File: config.mk
export PLATFORM = sky130hd
export DESIGN_NAME = r2fft_ctrl
export DESIGN_NICKNAME = d
export VERILOG_FILES = /design/src/sv/r2fft_pkg.sv /design/src/sv/r2fft_ctrl.sv
export SDC_FILE = /design/constraint.sdc
export NUM_CORES = 1
export LEC_CHECK = 0
export ABC_AREA = 1
export ABC_CLOCK_PERIOD_IN_PS = 2700
export BUFFER_PORTS_ARGS = -buffer_cell sky130_fd_sc_hd__buf_2
export CORE_AREA = 10 10 75 102
export CTS_BUF_LIST = sky130_fd_sc_hd__clkbuf_4
export DETAILED_ROUTE_END_ITERATION = 16
export DIE_AREA = 0 0 85 112
export MAX_ROUTING_LAYER = met4
export PLACE_DENSITY_LB_ADDON = 0.1
export SETUP_SLACK_MARGIN = 0.15
export SYNTH_ARGS = -nofsm -noshare
export SYNTH_HDL_FRONTEND = slang
export SYNTH_SLANG_ARGS = --single-unit
export TNS_END_PERCENT = 30
File: constraint.sdc
create_clock -name clk -period 2.7 [get_ports clk]
set_input_delay 0.135 -clock clk [delete_from_list [all_inputs] [get_ports clk]]
set_output_delay 0.135 -clock clk [all_outputs]
set_load 0.02 [all_outputs]
File: src/sv/r2fft_pkg.sv
// Shared types, constants and twiddle table for the radix-2 FFT block.
// No dependencies.
package r2fft_pkg;

    localparam int RES_W   = 23;
    localparam int TW_W    = 17;
    localparam int STORE_D = 64;
    localparam int ADDR_W  = 6;

    localparam logic [0:0] REG_INVERSE = 1'b0;
    localparam logic [0:0] REG_LOG2    = 1'b1;

    typedef enum logic [2:0] {
        ST_LOAD,
        ST_BFLY_RD,
        ST_BFLY_MUL,
        ST_BFLY_WR,
        ST_OUT_RD,
        ST_OUT_WAIT,
        ST_OUT_HOLD
    } r2fft_state_t;

    typedef struct packed {
        logic              load_wr;
        logic              bfly_rd;
        logic              bfly_mul;
        logic              bfly_wr;
        logic [ADDR_W-1:0] addr_a;
        logic [ADDR_W-1:0] addr_b;
        logic [4:0]        tw_idx;
        logic              scale;
    } r2fft_cmd_t;

    // Quarter-wave cosine table scaled to unsigned Q2.15, index 0..16
    function automatic logic [TW_W-1:0] qcos(input logic [4:0] p);
        logic [TW_W-1:0] r;
        unique case (p)
            5'd0:  r = 17'd32768;
            5'd1:  r = 17'd32610;
            5'd2:  r = 17'd32138;
            5'd3:  r = 17'd31357;
            5'd4:  r = 17'd30274;
            5'd5:  r = 17'd28899;
            5'd6:  r = 17'd27246;
            5'd7:  r = 17'd25330;
            5'd8:  r = 17'd23170;
            5'd9:  r = 17'd20788;
            5'd10: r = 17'd18205;
            5'd11: r = 17'd15447;
            5'd12: r = 17'd12540;
            5'd13: r = 17'd9512;
            5'd14: r = 17'd6393;
            5'd15: r = 17'd3212;
            default: r = 17'd0;
        endcase
        return r;
    endfunction

endpackage

File: src/sv/r2fft_ctrl.sv
// Sequencer for load, butterfly stages and output of the radix-2 FFT.
// Depends on r2fft_pkg.
module r2fft_ctrl
    import r2fft_pkg::*;
(
    input  logic              clk,
    input  logic              rst_n,
    input  logic [2:0]        m,
    input  logic              inverse,
    input  logic              clear,
    input  logic              in_fire,
    input  logic              out_fire,
    output logic              in_ready,
    output logic              out_valid,
    output logic [ADDR_W-1:0] out_idx,
    output logic              out_last,
    output r2fft_cmd_t        cmd
);

    r2fft_state_t state_reg, state_next;
    logic [6:0] cnt_reg, cnt_next;       // load count / output index
    logic [2:0] stage_reg, stage_next;
    logic [4:0] bf_reg, bf_next;          // butterfly within stage

    logic [6:0] n;
    assign n = 7'd1 << m;

    function automatic logic [5:0] brev(input logic [5:0] v, input logic [2:0] bits);
        logic [5:0] r;
        r = '0;
        for (int b = 0; b < 6; b++)
        begin
            if (3'(b) < bits) r[bits - 3'(b) - 3'd1] = v[b];
        end
        return r;
    endfunction

    // Butterfly addressing: j = bf mod half, group = bf / half
    logic [5:0] half, jj, grp, ia;
    always_comb
    begin
        half = 6'd1 << stage_reg;
        jj   = 6'(bf_reg) & (half - 6'd1);
        grp  = 6'(bf_reg) >> stage_reg;
        ia   = ((grp << stage_reg) << 1) | jj;
    end

    always_ff @(posedge clk or negedge rst_n)
    begin
        if (!rst_n)
        begin
            state_reg <= ST_LOAD;
            cnt_reg   <= '0;
            stage_reg <= '0;
            bf_reg    <= '0;
        end
        else
        begin
            state_reg <= state_next;
            cnt_reg   <= cnt_next;
            stage_reg <= stage_next;
            bf_reg    <= bf_next;
        end
    end

    logic last_bf;
    assign last_bf = (6'(bf_reg) == 6'(n >> 1) - 6'd1) || (m == 3'd0);

    always_comb
    begin
        state_next = state_reg;
        cnt_next   = cnt_reg;
        stage_next = stage_reg;
        bf_next    = bf_reg;
        in_ready   = 1'b0;
        out_valid  = 1'b0;
        cmd        = '0;
        cmd.scale  = inverse;
        cmd.tw_idx = 5'(jj << (3'd5 - stage_reg));
        cmd.addr_a = ia;
        cmd.addr_b = ia | half;
        out_idx    = cnt_reg[5:0];
        out_last   = (cnt_reg == n - 7'd1);
        unique case (state_reg)
            ST_LOAD:
            begin
                in_ready    = 1'b1;
                cmd.addr_a  = brev(cnt_reg[5:0], m);
                cmd.load_wr = in_fire;
                if (in_fire)
                begin
                    if (cnt_reg + 7'd1 >= n)
                    begin
                        cnt_next   = '0;
                        stage_next = '0;
                        bf_next    = '0;
                        state_next = (m == 3'd0) ? ST_OUT_RD : ST_BFLY_RD;
                    end
                    else
                    begin
                        cnt_next = cnt_reg + 7'd1;
                    end
                end
            end
            ST_BFLY_RD:
            begin
                cmd.bfly_rd = 1'b1;
                state_next  = ST_BFLY_MUL;
            end
            ST_BFLY_MUL:
            begin
                cmd.bfly_mul = 1'b1;
                state_next   = ST_BFLY_WR;
            end
            ST_BFLY_WR:
            begin
                cmd.bfly_wr = 1'b1;
                if (last_bf)
                begin
                    bf_next = '0;
                    if (stage_reg == m - 3'd1)
                    begin
                        state_next = ST_OUT_RD;
                    end
                    else
                    begin
                        stage_next = stage_reg + 3'd1;
                        state_next = ST_BFLY_RD;
                    end
                end
                else
                begin
                    bf_next    = bf_reg + 5'd1;
                    state_next = ST_BFLY_RD;
                end
            end
            ST_OUT_RD:
            begin
                // the read is issued again in ST_OUT_WAIT so the second store write lands first
                cmd.addr_a = cnt_reg[5:0];
                state_next = ST_OUT_WAIT;
            end
            ST_OUT_WAIT:
            begin
                cmd.addr_a = cnt_reg[5:0];
                state_next = ST_OUT_HOLD;
            end
            ST_OUT_HOLD:
            begin
                cmd.addr_a = cnt_reg[5:0];
                out_valid  = 1'b1;
                if (out_fire)
                begin
                    if (out_last)
                    begin
                        cnt_next   = '0;
                        state_next = ST_LOAD;
                    end
                    else
                    begin
                        cnt_next   = cnt_reg + 7'd1;
                        cmd.addr_a = cnt_next[5:0];
                        state_next = ST_OUT_WAIT;
                    end
                end
            end
            default: state_next = ST_LOAD;
        endcase
        if (clear)
        begin
            cnt_next   = '0;
            state_next = ST_LOAD;
        end
    end

endmodule
# [Word-level counts from Yosys, hierarchy flattened]
# Cells that the tools add are included.
[op_classes] n_reduce_logical=16 n_bitwise=4 n_eq_ne=16 n_addsub=17 n_shift=5 n_mux=61 order_cmp=19
[ops] op="$mux 6" count=13
[ops] op="$mux 3" count=12
[ops] op="$mux 7" count=5
[ops] op="$bwmux 6" count=5
[ops] op="$lt 3x4->1 const B" count=6
[ops] op="$pmux 3 s7" count=1
[ops] op="$demux 1 s3" count=6
[ops] op="$ge 3x1->1 const B" count=6
[ops] op="$pmux 6 s3" count=1
[ops] op="$sub 3x1->3 const B" count=6
[ops] op="$mux 5" count=3
[ops] op="$pmux 7 s2" count=1
[ops] op="$mux 1" count=12
[ops] op="$or 6x6->6" count=2
[ops] op="$shl 6x3->5" count=2
[ops] op="$sub 6x1->6 const B" count=2
[ops] op="$pmux 5 s2" count=1
[ops] op="$eq 3x3->1 const B" count=3
[ops] op="$ne 3x3->1 const B" count=3
[ops] op="$reduce_and 3->1" count=3
[ops] op="$ne 2x2->1 const B" count=4
[ops] op="$add 7x1->7 const B" count=1
[ops] op="$eq 7x7->1" count=1
[ops] op="$ge 7x7->1" count=1
[ops] op="26 further kinds" count=38
[totals] elab_cells=142 in_bits=9 output_inout_bits=31 register_bits=18

# [Longest topological paths before layout]
# Gate-level depths: netlist (run 1).
[logic_depth] depth_word=23 depth_mapped=17 mapped_depth_nobuf=16

# [Worst setup path after synthesis (run 1)]
# Ideal clock, no wire load.
[synth_timing] kind="input-to-output" start="input m[0]" end="output cmd[12] (netlist name)" path_buffers=1 cell_stages=15 required_time_ps=2565 arrival_time_ps=2165 path_slack_ps=400 cell_sequence="buf_2 > inv_1 > ha_1 > nand2_4 > inv_1 > ha_1 > nand2_1 > nor2_1 > nand2_1 > nor2_1 > nand2_2 > ha_1 > a21oi_1 > a21oi_1 > nand3_1"
[synth_lines] item="from (decl)" line_no="r2fft_ctrl.sv:8" text="input logic [2:0] m,"
[synth_lines] item="to (decl)" line_no="r2fft_ctrl.sv:17" text="output r2fft_cmd_t cmd"

==> results of run 1 <==
## per-stage QoR
| stage | setup slack [ns] | hold WS [ns] | utilization, % | instances | total power, mW |
|---|---|---|---|---|---|
| after detailed placement | 0.173 | 0.0916 | 59.8 | 660 | 1.40 |
| after global routing | 0.105 | 0.0506 | 64.8 | 679 | 1.79 |
| after CTS | 0.127 | 0.0485 | 60.7 | 667 | 1.56 |
| after global placement | 0.240 | 0.0849 | 59.8 | 660 | 1.40 |
| after floorplan | 0.400 | -0.161 | - | 556 | 1.11 |
| final | 0.176 | 0.0560 | 64.8 | 679 | 1.65 |
## metal layers
metal | track usage [%] | part of all wire [%] | up-vias
met4 | 7.49 | 4.0 | 0
met1 | 23.9 | 41 | 1748
met2 | 37.2 | 49 | 166
li1 | - | - | 1904
met3 | 3.36 | 5.6 | 35
met5 | - | 0 | -
## synthesized netlist by cell type
master	instances
nand3_4	1
o211ai_1	6
or2_0	1
nor3_1	7
o22ai_1	6
nand3_1	61
xnor2_1	1
nor3_4	1
nor2_1	50
buf_4	9
buf_2	7
xor2_1	13
nor2_4	2
inv_2	7
nand2_2	6
nor2_2	2
nand3_2	1
clkbuf_1	2
o21ai_2	2
nand2_4	3
dfrtp_1	18
a21boi_1	1
ha_1	29
a21oi_2	2
a211oi_1	1
nand2_1	187
o21a_1	1
o21ai_0	16
a31oi_1	3
buf_6	2
a21oi_1	18
nand4_1	15
a22oi_1	2
o221ai_1	2
inv_1	65
o32ai_1	1
clkinv_1	2
o21ai_1	3
## kinds of logic after synthesis
family / Yosys count / synth area share (%)
adder cells (fa/ha/maj): 29 / 11.3
buffers and inverters: 94 / 12.8
AO/OA/AOI/OAI: 64 / 12.0
XOR/XNOR: 14 / 3.82
flip-flops: 18 / 14.0
AND/OR/NAND/NOR: 337 / 46.1
## cell type report
type,instances,area [sq um]
multi-input combinational,444,2480
fill,565,2050
sequential,18,454
timing repair buffer,69,447
inverter,74,278
tap,70,87.6
clock buffer,3,22.5
clock inverter,1,3.75
## final timing paths
| path | end | start |
|---|---|---|
| setup / recovery | cmd[16] | stage_reg[0]$_DFFE_PN0P_ |
| hold / removal | state_reg[1]$_DFFE_PN0P_ | clear |
| setup reg to reg | state_reg[2]$_DFFE_PN0P_ | cnt_reg[0]$_DFFE_PN0P_ |
| hold reg to reg | stage_reg[0]$_DFFE_PN0P_ | stage_reg[0]$_DFFE_PN0P_ |
| max in group asynchronous | cnt_reg[1]$_DFFE_PN0P_ | rst_n |
| min in group asynchronous | bf_reg[1]$_DFFE_PN0P_ | rst_n |
## where the power goes
group	internal, mW	switching (mW)	leakage (nW)
logic	0.376	0.778	1.82
registers	0.300	0.0573	0.245
clock network	0.0540	0.0901	0.0154
total	0.729	0.925	2.08
## timing repair
item,CTS,global route
hold buffers,1,0
setup buffers,2,12
endpoints found under the setup margin,3,25
pin swaps,0,8
gates resized for setup,2,37
hold endpoints to repair,18,0
==> flow_summary.yaml, run 1 <==
logic_synthesis:
  synth_fp_nets: 594
  synth_area_leaders: "nand2_1 22%, dfrtp_1 14%, ha_1 11%"
  ys_seq_elements: 18
  synth_warnings: 0
  synth_top_area_share_pct: 21.9
  ys_seq_area_share_pct: 14.0
  netlist_instances: 556
  syn_area_per_cell_sq_um: 5.78
  synth.cell_area_sq_mm: 0.00321
  yosysTopAreaCell: "nand2_1"
  ys_types: 38
finish:
  largest_reg_flops: 7
  drive_gt1_share_pct: 20.5
  synthToLayoutAreaGrowth_pct: 17.5
  diodes: 0
  layout_common_cells: "182 x nand2_1, 62 x inv_1, 59 x nand3_1"
  nets: 648
  layout_commonest_cell: "nand2_1"
  final_cell_area_sq_mm: 0.00377
setup_path:
  r2r_cells: 15
  path_cells: "ha_1 > nand2_1 > ha_4 > a21boi_4 > nand2_2 > o21ai_2 > nand3_2 > nand2_2 > nand2_1 > nor2_1 > nand2_1 > buf_2"
  path_class: "reg2out"
  cp_slowest_cell: "dfrtp_2"
  cp_data_required_time_ns: 2.57
  crit_arrival_ns: 2.39
  cpMostUsedCell: "nand2_1"
  slowest_delay_ns: 0.47
  critPathTopFamily: "simple AND/OR/NAND/NOR gates"
  rrSetupSlack_ns: 0.26
  start_kind: "flip-flop"
  worstSetupEndpointType: "output port"
  crit_fanout: 6
  critical_path_buf_inv_count: 1
  crit_cells: 12
timing:
  period_needed_ns: 2.52
  worst_pin_slew_ns: 0.662
  timing.fmax_ghz: 0.396
  rsz0062_at_grt: "yes"
  hold_viol: 0
  slew_headroom_pct: 55.7
  post-route-period-util_pct: 93.5
  setup_viol: 0
  setup_tns_ns: 0
  finClkSkew_ns: 0.0102
  drv_slew: 0
status:
  status: "complete, no violations"
floorplan:
  dieWidth_microns: 85
  fp.dieH_microns: 112
  die_area_sq_mm: 0.00952
  start_util_pct: 55.2
  rows: 33
  core_sq_mm: 0.00582
  pin_count: 40
global_routing:
  grt_pass1_vias: 3528
  grt_max_degree: 19
  gr-usage-all-layers_pct: 21.4
  grt_pass1_wl_microns: 16900
  antenna_found_initial: 0
  gr-total-overflow: 0
pwr:
  p_leak_nw: 2.08
  p_per_area_mw_per_mm2: 439
  peakVddDrop_mv: 0.422
placement:
  dp_hpwl_microns: 8340
  place_area_sq_mm: 0.00348
  place.gp.congestion: 0.960
  portBuffers: 37
clock_tree:
  root_buffer: "clkbuf_4"
  cts_tree: "yes"
  cts_buffer_depth: 2
  clk_latency_ns: 0.31
  path_clk_slew_ns: 0.11
  cts_made_buffers: 3
  h-tree-depth: 1
  clock_sinks: 18
drt:
  vias_per_cell: 5.67
  antenna_left: 0
  via_count: 3853
  drt_wl_total_microns: 10700
  drt_iter0_drc: 296
  drc_errors: 0
  drt-wirelength-per-cell_microns: 15.7
  drt_first_pass_iters: 5
min_path:
  holdPathStages: 2
  hold_class: "in2reg"
flow_run:
  drv_cap: 0
No activity file was read; power rests on OpenSTA's default activity.
==> run 2: changes to the inputs <==
- CORE_AREA: 10 10 75 102 -> 10 10 73 99
- DIE_AREA: 0 0 85 112 -> 0 0 83 109
==> run 2 against run 1 <==
Design area grew 0.20%. Count of clock-buffer cells in the layout unchanged. Final cell count fell by 0.88%. Worst hold slack improved by 0.017 ns. Sequential cell count stayed put. Worst setup slack gained 0.082 ns. Global-route usage rose by 1.9 points. Highest routed layer unchanged.
==> flow_summary.yaml, run 2 (same netlist as run 1, synthesis figures left out) <==
finish:
  multiInputGateArea_sq_mm: 0.00250
  synthToLayoutAreaGrowth_pct: 17.7
  nets: 644
  instances_no_fill: 673
  largest_reg_flops: 7
  layout_common_cells: "185 x nand2_1, 61 x inv_1, 57 x nand3_1"
  drive_gt1_share_pct: 20.5
  final_cell_area_sq_mm: 0.00378
  diodes: 0
  seq_area_sq_um: 457
  nFillCells: 514
  layout_commonest_cell: "nand2_1"
drt:
  antenna_left: 0
  drt_first_pass_iters: 6
  drc_errors: 0
  drt_wl_total_microns: 10900
  drt_iter0_drc: 317
  vias_per_cell: 5.80
  drt-wirelength-per-cell_microns: 16.2
  via_count: 3904
placement:
  place.gp.congestion: 1.06
  pre_cts_ws_ns: 0.0968
  place_area_sq_mm: 0.00348
  dp_hpwl_microns: 8550
  dp.cells: 659
  portBuffers: 37
pwr:
  p_leak_nw: 2.06
  p_per_area_mw_per_mm2: 442
  peakVddDrop_mv: 0.529
  total_power_mw: 1.67
clock_tree:
  root_buffer: "clkbuf_4"
  h-tree-depth: 1
  path_clk_slew_ns: 0.11
  cts_made_buffers: 3
  cts_tree: "yes"
  clk_latency_ns: 0.30
  cts_buffer_depth: 2
  clock_sinks: 18
global_routing:
  antenna_found_initial: 0
  grt_pass1_vias: 3718
  grt_max_degree: 19
  grt_pass1_wl_microns: 17400
  gr-usage-all-layers_pct: 23.3
  gr-total-overflow: 0
setup_path:
  cpMostUsedCell: "nand2_1"
  rrSetupSlack_ns: 0.34
  critPathTopFamily: "simple AND/OR/NAND/NOR gates"
  crit_fanout: 8
  critical_path_buf_inv_count: 2
  path_cells: "inv_2 > nand2_1 > ha_4 > a21boi_2 > nand2_1 > a21oi_1 > o21ai_2 > nand3_1 > nand2_1 > nand2_1 > nor2_1 > nand2_1 > buf_6"
  startpoint: "stage_reg[2]$_DFFE_PN0P_"
  worstReg2RegEnd: "state_reg[2]$_DFFE_PN0P_"
  start_kind: "flip-flop"
  cp-endpoint: "cmd[16]"
  r2r_start: "cnt_reg[1]$_DFFE_PN0P_"
  cp_data_required_time_ns: 2.57
  cp_slowest_cell: "dfrtp_2"
  worstSetupEndpointType: "output port"
  r2r_cells: 14
  slowest_delay_ns: 0.49
  crit_arrival_ns: 2.31
  crit_cells: 13
  path_class: "reg2out"
timing:
  post-route-period-util_pct: 90.5
  setup_viol: 0
  drv_slew: 0
  finClkSkew_ns: 0.00937
  worst_pin_slew_ns: 0.605
  period_needed_ns: 2.44
  setup_slack_ns: 0.258
  slew_headroom_pct: 59.6
  hold_viol: 0
  setup_tns_ns: 0
  timing.fmax_ghz: 0.409
  rsz0062_at_grt: "yes"
floorplan:
  die_area_sq_mm: 0.00905
  core_sq_mm: 0.00545
  dieWidth_microns: 83
  fp.dieH_microns: 109
  pin_count: 40
  start_util_pct: 59.0
  rows: 32
status:
  status: "complete, no violations"
flow_run:
  drv_cap: 0
min_path:
  hold_class: "in2reg"
## run 2: worst min path at each step
stage | start | end | slack [ns] | cells past startpoint
after CTS | clear | state_reg[1]$_DFFE_PN0P_ | 0.07 | 2
after detailed placement | rst_n | state_reg[0]$_DFFE_PN0P_ | 0.09 | 1
after floorplan | rst_n | bf_reg[0]$_DFFE_PN0P_ | -0.16 | 0
final | clear | state_reg[1]$_DFFE_PN0P_ | 0.07 | 2
after global routing | clear | state_reg[1]$_DFFE_PN0P_ | 0.07 | 2
after global placement | rst_n | state_reg[1]$_DFFE_PN0P_ | 0.09 | 1
## run 2: per-layer routing
layer / global-route usage (%) / part of all wire, % / up-vias
met5: - / 0 / -
met4: 10.5 / 2.7 / 0
met3: 3.58 / 6.0 / 38
met2: 41.3 / 51 / 182
met1: 25.3 / 40 / 1782
li1: - / - / 1902
## run 2: area by class of cell
class / count / share of cell area, %
Inverter: 74 / 7.41
Clock inverter: 1 / 0.0993
Multi-Input combinational cell: 444 / 66.0
Clock buffer: 3 / 0.596
Sequential cell: 18 / 12.1
Timing Repair Buffer: 65 / 11.5
Tap cell: 68 / 2.25
## run 2: where the power goes
group	internal [mW]	total, mW	leakage, nW	switching [mW]
sequential	0.301	0.363	0.242	0.0624
combinational	0.385	1.16	1.81	0.778
clock	0.0539	0.146	0.0154	0.0923
## run 2: worst register-to-register path, stage by stage, from the launching register on
cell and delay [ns]:
dfrtp_2 0.45, ha_4 0.16, nand3_2 0.09, nor3_2 0.20, xor2_1 0.24, ha_1 0.29, a21oi_1 0.13, o21a_1 0.14
nand3_2 0.09, inv_1 0.10, nand2_2 0.09, nand2_1 0.08, nor2_1 0.05, nand2_1 0.07, nand2_1 0.05
## run 2: timing repair
item	in CTS	in global routing
hold buffers	1	0
buffers inserted	1	8
resized for setup	3	48
hold endpoints to repair	18	0
pin swaps	0	14
setup endpoints to repair	9	26
## run 2: metrics by stage
stage                     hold slack, ns  util, %
final                             0.0731     69.4
after global placement            0.0870     64.0
after CTS                         0.0713     64.9
after detailed placement          0.0916     64.0
after global routing              0.0661     69.4
after floorplan                   -0.161        -
